==> config.mk <==
export PLATFORM = sky130hd
export DESIGN_NAME = midi_message_framer_flat
export DESIGN_NICKNAME = d
export VERILOG_FILES = /design/src/hw/rtl/mmf_pkg.sv /design/src/hw/rtl/mmf_byte_if.sv /design/src/hw/rtl/mmf_msg_if.sv /design/src/hw/rtl/mmf_front.sv /design/src/hw/rtl/mmf_queue.sv /design/src/hw/rtl/mmf_back.sv /design/src/hw/rtl/midi_message_framer.sv /design/src/flat_wrapper.sv
export SDC_FILE = /design/constraint.sdc
export NUM_CORES = 1
export LEC_CHECK = 0
export ABC_AREA = 1
export BUFFER_PORTS_ARGS = -buffer_cell sky130_fd_sc_hd__buf_4
export CAP_MARGIN = 20
export CORE_MARGIN = 10
export CORE_UTILIZATION = 55
export CTS_CLUSTER_SIZE = 14
export DETAILED_ROUTE_END_ITERATION = 16
export GPL_ROUTABILITY_DRIVEN = 0
export PLACE_DENSITY = 0.8
export SLEW_MARGIN = 20
export SYNTH_ARGS = -nofsm -noshare
export SYNTH_HDL_FRONTEND = slang
export SYNTH_SLANG_ARGS = --single-unit
==> constraint.sdc <==
create_clock -name clk -period 3.3 [get_ports clk]
set_input_delay 0.66 -clock clk [delete_from_list [all_inputs] [get_ports clk]]
set_output_delay 0.66 -clock clk [all_outputs]
set_load 0.005 [all_outputs]
==> src/hw/rtl/mmf_pkg.sv <==
// Types, constants and the status length table shared by the MIDI message framer.
`default_nettype none

package mmf_pkg;

    localparam logic [7:0] SYSEX_START = 8'hF0;
    localparam logic [7:0] SYSEX_END   = 8'hF7;
    localparam logic [3:0] HI_STATUS   = 4'h8;
    localparam logic [3:0] HI_PROGRAM  = 4'hC;
    localparam logic [3:0] HI_PRESSURE = 4'hD;
    localparam logic [3:0] HI_SYSTEM   = 4'hF;

    localparam logic [1:0] LEN_NONE  = 2'd0;
    localparam logic [1:0] LEN_ONE   = 2'd1;
    localparam logic [1:0] LEN_TWO   = 2'd2;
    localparam logic [1:0] LEN_THREE = 2'd3;

    localparam logic KIND_SHORT = 1'b0;
    localparam logic KIND_SYSEX = 1'b1;

    typedef enum logic [1:0] {
        MODE_IDLE  = 2'd0,
        MODE_SHORT = 2'd1,
        MODE_SYSEX = 2'd2
    } mode_t;

    // One queued result; unused data bytes are masked at the output stage.
    typedef struct packed {
        logic       kind;
        logic [7:0] b0;
        logic [7:0] b1;
        logic [7:0] b2;
        logic [1:0] count;
        logic       last;
    } msg_rec_t;

    function automatic logic [1:0] msg_length(input logic [7:0] s);
        logic [1:0] len;
        len = LEN_NONE;
        if (s[7:4] < HI_STATUS)
        begin
            len = LEN_NONE;
        end
        else if (s[7:4] == HI_PROGRAM || s[7:4] == HI_PRESSURE)
        begin
            len = LEN_TWO;
        end
        else if (s[7:4] != HI_SYSTEM)
        begin
            len = LEN_THREE;
        end
        else
        begin
            case (s[3:0])
                4'h1, 4'h3:                      len = LEN_TWO;
                4'h2:                            len = LEN_THREE;
                4'h6, 4'h8, 4'hA, 4'hB,
                4'hC, 4'hE, 4'hF:                len = LEN_ONE;
                default:                         len = LEN_NONE;
            endcase
        end
        return len;
    endfunction

endpackage

`default_nettype wire

==> src/hw/rtl/mmf_byte_if.sv <==
// Input channel: one raw MIDI byte per beat.
`default_nettype none

interface mmf_byte_if;
    logic       valid;
    logic       ready;
    logic [7:0] data_byte;

    modport source (output valid, output data_byte, input ready);
    modport sink   (input valid, input data_byte, output ready);
endinterface

`default_nettype wire

==> src/hw/rtl/mmf_msg_if.sv <==
// Output channel: one framed message or sysex byte per beat.
`default_nettype none

interface mmf_msg_if;
    logic       valid;
    logic       ready;
    logic       message_kind;
    logic [7:0] first_byte;
    logic [7:0] second_byte;
    logic [7:0] third_byte;
    logic [1:0] byte_count;
    logic       end_of_message;

    modport source (output valid, output message_kind, output first_byte,
                    output second_byte, output third_byte, output byte_count,
                    output end_of_message, input ready);
    modport sink   (input valid, input message_kind, input first_byte,
                    input second_byte, input third_byte, input byte_count,
                    input end_of_message, output ready);
endinterface

`default_nettype wire

==> src/hw/rtl/mmf_front.sv <==
// Front end: takes bytes, classifies them and tracks the framing state.
`default_nettype none

module mmf_front (
    input  wire logic      clk,
    input  wire logic      rst_n,
    mmf_byte_if.sink       byte_in,
    input  wire logic      full,
    output logic           push,
    output mmf_pkg::msg_rec_t rec
);

    mmf_pkg::mode_t mode_reg, mode_next;
    logic [7:0] status_reg, status_next;
    logic [7:0] held_reg, held_next;
    logic [1:0] expected_reg, expected_next;
    logic [1:0] taken_reg, taken_next;

    logic       take;
    logic [7:0] b;
    logic [1:0] len;
    logic [1:0] taken_inc;

    assign byte_in.ready = !full;
    assign take          = byte_in.valid && !full;
    assign b             = byte_in.data_byte;
    assign len           = mmf_pkg::msg_length(b);
    assign taken_inc     = taken_reg + 2'd1;

    always_ff @(posedge clk or negedge rst_n)
    begin
        if (!rst_n)
        begin
            mode_reg     <= mmf_pkg::MODE_IDLE;
            status_reg   <= '0;
            held_reg     <= '0;
            expected_reg <= '0;
            taken_reg    <= '0;
        end
        else
        begin
            mode_reg     <= mode_next;
            status_reg   <= status_next;
            held_reg     <= held_next;
            expected_reg <= expected_next;
            taken_reg    <= taken_next;
        end
    end

    always_comb
    begin
        mode_next     = mode_reg;
        status_next   = status_reg;
        held_next     = held_reg;
        expected_next = expected_reg;
        taken_next    = taken_reg;
        push          = 1'b0;
        rec.kind      = mmf_pkg::KIND_SHORT;
        rec.b0        = b;
        rec.b1        = b;
        rec.b2        = b;
        rec.count     = mmf_pkg::LEN_ONE;
        rec.last      = 1'b1;
        case (mode_reg)
            mmf_pkg::MODE_SYSEX:
            begin
                rec.kind = mmf_pkg::KIND_SYSEX;
                rec.last = (b == mmf_pkg::SYSEX_END);
                push     = take;
                if (take && rec.last)
                begin
                    mode_next = mmf_pkg::MODE_IDLE;
                end
            end
            mmf_pkg::MODE_SHORT:
            begin
                rec.b0 = status_reg;
                if (expected_reg == mmf_pkg::LEN_THREE)
                begin
                    rec.b1    = held_reg;
                    rec.count = mmf_pkg::LEN_THREE;
                end
                else
                begin
                    rec.count = mmf_pkg::LEN_TWO;
                end
                if (take)
                begin
                    taken_next = taken_inc;
                    if (taken_inc >= expected_reg)
                    begin
                        push      = 1'b1;
                        mode_next = mmf_pkg::MODE_IDLE;
                    end
                    else
                    begin
                        held_next = b;
                    end
                end
            end
            default:
            begin
                if (take)
                begin
                    mode_next = mmf_pkg::MODE_IDLE;
                    if (b == mmf_pkg::SYSEX_START)
                    begin
                        rec.kind  = mmf_pkg::KIND_SYSEX;
                        rec.last  = 1'b0;
                        push      = 1'b1;
                        mode_next = mmf_pkg::MODE_SYSEX;
                    end
                    else if (len == mmf_pkg::LEN_ONE)
                    begin
                        push = 1'b1;
                    end
                    else if (len != mmf_pkg::LEN_NONE)
                    begin
                        mode_next     = mmf_pkg::MODE_SHORT;
                        status_next   = b;
                        held_next     = '0;
                        expected_next = len;
                        taken_next    = 2'd1;
                    end
                end
            end
        endcase
    end

endmodule

`default_nettype wire

==> src/hw/rtl/mmf_queue.sv <==
// Small FIFO of framed results between the front end and the output stage.
`default_nettype none

module mmf_queue #(
    parameter int DEPTH = 2
) (
    input  wire logic              clk,
    input  wire logic              rst_n,
    input  wire logic              push,
    input  wire mmf_pkg::msg_rec_t push_rec,
    output logic                   full,
    input  wire logic              pop,
    output logic                   not_empty,
    output mmf_pkg::msg_rec_t      head
);

    localparam int PTR_W = (DEPTH > 1) ? $clog2(DEPTH) : 1;
    localparam int CNT_W = $clog2(DEPTH + 1);
    localparam logic [PTR_W-1:0] LAST_PTR = PTR_W'(DEPTH - 1);
    localparam logic [CNT_W-1:0] FULL_CNT = CNT_W'(DEPTH);

    mmf_pkg::msg_rec_t entry_reg [DEPTH];
    logic [PTR_W-1:0] wr_ptr_reg, wr_ptr_next;
    logic [PTR_W-1:0] rd_ptr_reg, rd_ptr_next;
    logic [CNT_W-1:0] count_reg, count_next;
    logic do_push, do_pop;

    assign full      = (count_reg == FULL_CNT);
    assign not_empty = (count_reg != '0);
    assign do_push   = push && !full;
    assign do_pop    = pop && not_empty;
    assign head      = entry_reg[rd_ptr_reg];

    always_comb
    begin
        wr_ptr_next = wr_ptr_reg;
        rd_ptr_next = rd_ptr_reg;
        count_next  = count_reg;
        if (do_push)
        begin
            wr_ptr_next = (wr_ptr_reg == LAST_PTR) ? '0 : wr_ptr_reg + 1'b1;
        end
        if (do_pop)
        begin
            rd_ptr_next = (rd_ptr_reg == LAST_PTR) ? '0 : rd_ptr_reg + 1'b1;
        end
        if (do_push && !do_pop)
        begin
            count_next = count_reg + 1'b1;
        end
        else if (do_pop && !do_push)
        begin
            count_next = count_reg - 1'b1;
        end
    end

    always_ff @(posedge clk or negedge rst_n)
    begin
        if (!rst_n)
        begin
            wr_ptr_reg <= '0;
            rd_ptr_reg <= '0;
            count_reg  <= '0;
        end
        else
        begin
            wr_ptr_reg <= wr_ptr_next;
            rd_ptr_reg <= rd_ptr_next;
            count_reg  <= count_next;
        end
    end

    always_ff @(posedge clk)
    begin
        if (do_push)
        begin
            entry_reg[wr_ptr_reg] <= push_rec;
        end
    end

endmodule

`default_nettype wire

==> src/hw/rtl/mmf_back.sv <==
// Output stage: formats queued results and holds them until the sink takes the beat.
`default_nettype none

module mmf_back (
    input  wire logic              clk,
    input  wire logic              rst_n,
    input  wire logic              not_empty,
    input  wire mmf_pkg::msg_rec_t head,
    output logic                   pop,
    mmf_msg_if.source              msg_out
);

    logic       valid_reg;
    logic       kind_reg;
    logic [7:0] b0_reg;
    logic [7:0] b1_reg;
    logic [7:0] b2_reg;
    logic [1:0] count_reg;
    logic       last_reg;

    assign pop = not_empty && (!valid_reg || msg_out.ready);

    always_ff @(posedge clk or negedge rst_n)
    begin
        if (!rst_n)
        begin
            valid_reg <= 1'b0;
        end
        else if (pop)
        begin
            valid_reg <= 1'b1;
        end
        else if (msg_out.ready)
        begin
            valid_reg <= 1'b0;
        end
    end

    // Unused data bytes read as zero.
    always_ff @(posedge clk)
    begin
        if (pop)
        begin
            kind_reg  <= head.kind;
            b0_reg    <= head.b0;
            b1_reg    <= (head.count >= mmf_pkg::LEN_TWO) ? head.b1 : 8'h00;
            b2_reg    <= (head.count == mmf_pkg::LEN_THREE) ? head.b2 : 8'h00;
            count_reg <= head.count;
            last_reg  <= head.last;
        end
    end

    assign msg_out.valid          = valid_reg;
    assign msg_out.message_kind   = kind_reg;
    assign msg_out.first_byte     = b0_reg;
    assign msg_out.second_byte    = b1_reg;
    assign msg_out.third_byte     = b2_reg;
    assign msg_out.byte_count     = count_reg;
    assign msg_out.end_of_message = last_reg;

endmodule

`default_nettype wire

==> src/hw/rtl/midi_message_framer.sv <==
// Top level of the MIDI message framer: front end, result queue and output stage.
//
//   channel   dir  beat payload
//   byte_in   in   data_byte[7:0]
//   msg_out   out  message_kind, first/second/third_byte, byte_count, end_of_message
//
// One byte is taken per cycle whenever the result queue has room.
// A result passes through a queue entry and then the output register before it reaches msg_out.
// Output register and queue decouple the sides; byte_in stalls only when the queue is full.
// Reset (rst_n low) returns the framer to idle and empties the queue and output stage.
`default_nettype none

module midi_message_framer #(
    parameter int QUEUE_DEPTH = 2
) (
    input  wire logic clk,
    input  wire logic rst_n,
    mmf_byte_if.sink  byte_in,
    mmf_msg_if.source msg_out
);

    mmf_pkg::msg_rec_t push_rec;
    mmf_pkg::msg_rec_t head;
    logic push, full, pop, not_empty;

    mmf_front u_front (
        .clk     (clk),
        .rst_n   (rst_n),
        .byte_in (byte_in),
        .full    (full),
        .push    (push),
        .rec     (push_rec)
    );

    mmf_queue #(
        .DEPTH (QUEUE_DEPTH)
    ) u_queue (
        .clk       (clk),
        .rst_n     (rst_n),
        .push      (push),
        .push_rec  (push_rec),
        .full      (full),
        .pop       (pop),
        .not_empty (not_empty),
        .head      (head)
    );

    mmf_back u_back (
        .clk       (clk),
        .rst_n     (rst_n),
        .not_empty (not_empty),
        .head      (head),
        .pop       (pop),
        .msg_out   (msg_out)
    );

endmodule

`default_nettype wire
==> src/flat_wrapper.sv <==
// flat-port wrapper written by rule: the top's interface ports become plain ports
module midi_message_framer_flat 
#(
    parameter int QUEUE_DEPTH = 2
)
  (clk, rst_n, byte_in_valid, byte_in_data_byte, byte_in_ready, msg_out_valid, msg_out_message_kind, msg_out_first_byte, msg_out_second_byte, msg_out_third_byte, msg_out_byte_count, msg_out_end_of_message, msg_out_ready);
  mmf_byte_if byte_in_i ();
  mmf_msg_if msg_out_i ();
  input  wire logic clk;
  input  wire logic rst_n;
  input wire logic [$bits(byte_in_i.valid)-1:0] byte_in_valid;
  input wire logic [$bits(byte_in_i.data_byte)-1:0] byte_in_data_byte;
  output wire logic [$bits(byte_in_i.ready)-1:0] byte_in_ready;
  output wire logic [$bits(msg_out_i.valid)-1:0] msg_out_valid;
  output wire logic [$bits(msg_out_i.message_kind)-1:0] msg_out_message_kind;
  output wire logic [$bits(msg_out_i.first_byte)-1:0] msg_out_first_byte;
  output wire logic [$bits(msg_out_i.second_byte)-1:0] msg_out_second_byte;
  output wire logic [$bits(msg_out_i.third_byte)-1:0] msg_out_third_byte;
  output wire logic [$bits(msg_out_i.byte_count)-1:0] msg_out_byte_count;
  output wire logic [$bits(msg_out_i.end_of_message)-1:0] msg_out_end_of_message;
  input wire logic [$bits(msg_out_i.ready)-1:0] msg_out_ready;
  assign byte_in_i.valid = byte_in_valid;
  assign byte_in_i.data_byte = byte_in_data_byte;
  assign byte_in_ready = byte_in_i.ready;
  assign msg_out_valid = msg_out_i.valid;
  assign msg_out_message_kind = msg_out_i.message_kind;
  assign msg_out_first_byte = msg_out_i.first_byte;
  assign msg_out_second_byte = msg_out_i.second_byte;
  assign msg_out_third_byte = msg_out_i.third_byte;
  assign msg_out_byte_count = msg_out_i.byte_count;
  assign msg_out_end_of_message = msg_out_i.end_of_message;
  assign msg_out_i.ready = msg_out_ready;
  midi_message_framer #(.QUEUE_DEPTH(QUEUE_DEPTH)) u_core (.clk(clk), .rst_n(rst_n), .byte_in(byte_in_i), .msg_out(msg_out_i));
endmodule
==> metrics.yaml, run 1 <==
timing.final.crit_share_pct: 70.5
gr-usage-all-layers_pct: 14.7
ant_nets: 0
syn_area_per_cell_um2: 11.5
syn2layout_area_growth_pct: 13.9
switchingPower_mw: 1.64
placementRows: 32
clk_pin_slew_ps: 100
crit_type: "flip-flop to flip-flop"
yosys_most_used_dff: "edfxtp_1"
synth_nets: 405
vias: 2775
grt_pass1_vias: 2816
port_buffers: 41
grt_pass1_wl_mm: 13.8
busiest_layer: "met2"
synth_sequential_area_ratio_pct: 71.4
largest_reg_flops: 56
setup_viol: 0
viasPerCell: 5.11
drt_iter0_markers: 145
cts_num_sinks: 111
ff2ff_path_depth: 15
outcome: "complete, no violations"
cp-start-kind: "flip-flop"
synthMuxAreaShare_pct: 0
drc: 0
fin_cells: 543
ys_ff_latch: 111
reg2reg_from: "u_core.u_front.taken_reg[0]$_DFFE_PN0P_"
p_int_mw: 3.01
drt_pass1_iterations: 5
pwr-share-clk_pct: 16.2
grt_max_degree: 30
core-area_um2: 7810
mostFrequentLayoutCells: "nand2_1 (136), edfxtp_1 (84), buf_4 (46)"
initial_core_util_pct: 57.4
grtUsageMet2_pct: 24.9
ys_types: 27
synth_edf_count: 84
cts_resized: 0
required_ps: 3550
synth_top_family_by_area: "simple AND/OR/NAND/NOR gates"
worstPathMaxFanout: 4
postCtsSetupBuffers: 0
fin_nets: 453
cts_tree: "done"
r2r_end: "u_core.u_queue.count_reg[1]$_DFFE_PN0P_"
htree_levels: 3
root_buffer: "clkbuf_8"
die_area_um2: 12200
wl_mm: 8.31
n_fill_cell: 591
p_per_area_nw_per_um2: 911
post_synth_instance_area_um2: 4480
synth-xor-area-share_pct: 0.782
routedWlPerCell_um: 15.3
whs_ps: 189
tns_ps: 0
hold_viol: 0
clockBufferDepth: 2
drive_above_1_share_pct: 20.0
synth_simple_gate_area_share_pct: 14.7
hold_class: "input port to async pin"
rsz0062_at_grt: "false"
clock_latency_ps: 370
n_antenna_cell: 0
post_dp_cell_area_um2: 4920
synth-compound-area-share_pct: 6.95
cts-buffers-inserted: 9
holdBufCountCts: 0
tightest_slew_ps: 544
fp.dieW_um: 110
synth_adder_area_share_pct: 1.40
timing.fmax_mhz: 430
p_leak_nw: 2.22
boundaryPins: 42
end_kind: "flip-flop"
reg2reg_slack_ps: 970
hpwl_mm: 5.66
peakVddDrop_uv: 541
final_common_cell: "nand2_1"
swShare_pct: 35.3
skew_ps: 9.99
grt_util_met1_pct: 17.6
syn_inst: 388
finalCriticalPeriod_ps: 2330
async_flop_share_pct: 24.3
slew_violations: 0
cp.arrival_ps: 2580
pwr-share-seq_pct: 49.0
slew_headroom_pct: 63.6
maxCapViolCount: 0
combPwrFrac_pct: 34.8
dpl.cell_count: 527
die_h_um: 110
gr-total-overflow: 0
yosysWarningCount: 0
antenna_found_initial: 0
grt_util_met3_pct: 1.97
final_area_um2: 5100
power groups by stage:
stage          combinational (mW)  sequential (mW)  clock (mW)
3_3_place_gp                 1.58             2.29           0
3_5_place_dp                 1.65             2.31           0
6_report                     1.62             2.28       0.752
4_1_cts                      1.65             2.28       0.761
2_1_floorplan               0.967             2.32           0
5_1_grt                      1.84             2.33       0.815
Yosys cell counts (2+ instances only):
cell type	instances	area share, %
a21oi_1	13	1.5
buf_2	3	0.34
clkbuf_1	4	0.34
dfrtp_1	27	15
edfxtp_1	84	56
ha_1	5	1.4
inv_1	39	3.3
inv_2	5	0.42
nand2_1	136	11
nand2_2	5	0.70
nand3_1	3	0.34
nor2_1	10	0.84
nor2_4	3	0.75
o21ai_0	12	1.3
o21ai_1	10	1.1
o21ai_2	9	1.8
o22ai_1	8	1.1
xnor2_1	2	0.39
xor2_1	2	0.39
cells by family after synthesis:
family                   after synthesis
AND/OR/NAND/NOR                      161
flip-flops                           111
buffers and inverters                 54
AO/OA/AOI/OAI                         53
adder cells (fa/ha/maj)                5
XOR/XNOR                               4
routing by layer:
layer  routed length (µm)  share of wire, %  vias up
li1                     -                 -     1384
met4                  187               2.3        0
met5                    0                 0        -
met1                 3440                41     1307
met3                  400               4.8       13
met2                 4280                52       71
through the flow:
step,total power [mW],utilization (%),worst slack [ps]
3_5_place_dp,3.96,63.0,967
5_1_grt,4.98,65.4,672
4_1_cts,4.69,65.4,971
2_1_floorplan,3.29,-,115
3_3_place_gp,3.87,63.0,1010
6_report,4.65,65.4,972
how the worst max path moves through the flow:
stage | to | start
global placement | u_core.u_queue.count_reg[1]$_DFFE_PN0P_ | byte_in_data_byte[7]
global route | u_core.u_queue.count_reg[1]$_DFFE_PN0P_ | u_core.u_front.taken_reg[0]$_DFFE_PN0P_
detailed placement | u_core.u_queue.count_reg[1]$_DFFE_PN0P_ | byte_in_data_byte[7]
floorplan | u_core.u_queue.count_reg[1]$_DFFE_PN0P_ | msg_out_ready
finish | u_core.u_queue.count_reg[1]$_DFFE_PN0P_ | u_core.u_front.taken_reg[0]$_DFFE_PN0P_
CTS | u_core.u_queue.count_reg[1]$_DFFE_PN0P_ | u_core.u_front.taken_reg[0]$_DFFE_PN0P_
area by class of cell:
cell class	count	area [µm²]	area share [%]
Timing Repair Buffer	46	345	6.77
Inverter	45	170	3.33
Clock buffer	9	124	2.43
Clock inverter	7	56.3	1.10
Multi-Input combinational cell	223	1080	21.2
Sequential cell	111	3200	62.7
Tap cell	102	128	2.50
critical path, cell delays in order, from the launching register on:
cell and delay, ps:
dfrtp_1 430, xnor2_1 200, inv_1 60, ha_1 270, o21ai_1 80, nand2_1 80, nand2_1 80, inv_2 50
nor2_1 80, nand2_1 80, nand2_2 90, inv_1 50, ha_1 310, a21oi_1 110, o21ai_0 100, xor2_1 150
(Power assumes the default switching activity.)
==> inputs of run 2 (changes only) <==
- clock period: 3.3 -> 2.2 ns (I/O delays scaled with it)
==> metrics.yaml, run 2 (synthesis results as in run 1) <==
slowest_stage: "dfrtp_1"
crit_type: "flip-flop to flip-flop"
cts_num_sinks: 111
clock_latency_ps: 370
peakVddDrop_uv: 858
gr-total-overflow: 0
hold_viol: 0
timing.fmax_mhz: 469
r2r_end: "u_core.u_queue.count_reg[1]$_DFFE_PN0P_"
wl_mm: 8.43
slew_violations: 0
dp_worst_setup_slack_ps: -88.7
max_stage_delay_ps: 420
cts_tree: "done"
viasPerCell: 5.16
port_buffers: 41
drc: 0
post_dp_cell_area_um2: 5000
reg2reg_slack_ps: 70
drive_above_1_share_pct: 23.0
gr-usage-all-layers_pct: 14.7
rsz0062_at_grt: "true"
drt_iter0_markers: 134
largest_reg_flops: 56
outcome: "complete, no violations"
worst_path_most_repeated_cell: "nand2_1"
cts-buffers-inserted: 9
placementRows: 32
htree_levels: 3
n_fill_cell: 552
grt_pass1_wl_mm: 13.8
final_area_um2: 5260
holdPathStages: 2
final_common_cell: "nand2_1"
hold_class: "input port to flip-flop"
routedWlPerCell_um: 15.2
syn2layout_area_growth_pct: 17.3
drt_pass1_iterations: 5
mostFrequentLayoutCells: "nand2_1 (136), edfxtp_1 (84), buf_4 (54)"
p_leak_nw: 2.28
ff2ff_path_depth: 15
p_per_area_nw_per_um2: 1380
hpwl_mm: 5.80
maxCapViolCount: 0
die_area_um2: 12200
fin_cells: 554
initial_core_util_pct: 57.4
finalPower_mw: 7.26
boundaryPins: 42
finalCriticalPeriod_ps: 2130
min_to: "u_core.u_back.msg_out.valid$_DFFE_PN0P_"
required_ps: 2460
cp.arrival_ps: 2390
n_antenna_cell: 0
critPathBufInv: 3
core-area_um2: 7810
skew_ps: 12.2
reg2reg_from: "u_core.u_front.taken_reg[0]$_DFFE_PN0P_"
dpl.cell_count: 534
grt_max_degree: 30
root_buffer: "clkbuf_8"
setup_slack_ps: 69.5
cp_top_family: "adder cells"
clk_pin_slew_ps: 100
hp-start: "msg_out_ready"
slew_headroom_pct: 72.2
timing.final.crit_share_pct: 96.8
setup_viol: 0
die_h_um: 110
clockBufferDepth: 2
cp-start-kind: "flip-flop"
antenna_found_initial: 0
ant_nets: 0
worstPathMaxFanout: 2
fp.dieW_um: 110
vias: 2859
tightest_slew_ps: 418
end_kind: "flip-flop"
fin_nets: 464
grt_pass1_vias: 2855
crit_path_cell_trace: "xnor2_2, inv_1, ha_1, o21ai_1, nand2_1, nand2_1, inv_2, nor2_1, nand2_1, nand2_2, inv_2, ha_4, a21oi_2, o21ai_1, xor2_1"
run 2: cell types whose count changed in the layout (fill, tap and decap cells not counted), sizes merged:
cell / delta
dlygate4sd3: +1
clkinvlp: -1
buf: +10
inv: +1
run 2: metal layers:
layer  track usage (%)  share of wire [%]  vias to the layer above
met5                 0                  0                        -
met4              5.50                1.6                        0
li1                  -                  -                     1404
met1              16.9                 39                     1368
met2              26.2                 54                       78
met3              3.19                5.6                        9
run 2: worst reg2reg max path, stage by stage, from the launching register on:
cell,delay (ps)
dfrtp_1,420
xnor2_2,180
inv_1,60
ha_1,280
o21ai_1,70
nand2_1,80
nand2_1,70
inv_2,40
nor2_1,70
nand2_1,80
nand2_2,80
inv_2,50
ha_4,220
a21oi_2,100
o21ai_1,80
xor2_1,140
run 2: power by group:
part | switching (mW) | total [mW] | internal, mW
Clock | 0.729 | 1.18 | 0.446
Sequential | 0.252 | 3.44 | 3.19
Combinational | 1.57 | 2.64 | 1.07
run 2: how the worst max path moves through the flow:
stage | start | to | cells past startpoint
global placement | u_core.u_front.taken_reg[0]$_DFFE_PN0P_ | u_core.u_queue.count_reg[1]$_DFFE_PN0P_ | 15
finish | u_core.u_front.taken_reg[0]$_DFFE_PN0P_ | u_core.u_queue.count_reg[1]$_DFFE_PN0P_ | 15
global route | u_core.u_front.taken_reg[0]$_DFFE_PN0P_ | u_core.u_queue.count_reg[1]$_DFFE_PN0P_ | 15
detailed placement | u_core.u_front.taken_reg[0]$_DFFE_PN0P_ | u_core.u_queue.count_reg[1]$_DFFE_PN0P_ | 15
CTS | u_core.u_front.taken_reg[1]$_DFFE_PN0P_ | u_core.u_queue.count_reg[1]$_DFFE_PN0P_ | 15
floorplan | u_core.u_queue.count_reg[1]$_DFFE_PN0P_ | u_core.u_queue.count_reg[1]$_DFFE_PN0P_ | 7
run 2: cell type report:
cell class                 count  area (µm²)  area share [%]
tap                          102         128            2.43
multi-input combinational    223        1110            21.1
clock inverter                 7        71.3            1.36
clock buffer                   9         124            2.36
sequential                   111        3200            60.8
timing repair buffer          57         455            8.66
inverter                      45         174            3.31
run 2: per-stage QoR:
step	hold WS, ps	TNS, ps	util [%]
floorplan	144	-71.4	-
global placement	372	0	64.1
detailed placement	375	-88.7	64.1
CTS	238	0	67.1
global route	252	-1360	67.3
finish	259	0	67.3
run 2: timing repair:
item | in CTS | in global routing
hold endpoints to repair | 27 | 0
setup endpoints to repair | 1 | 62
resized for setup | 3 | 3
buffers inserted | 2 | 1
pin swaps | 1 | 2
hold buffers | 1 | 0
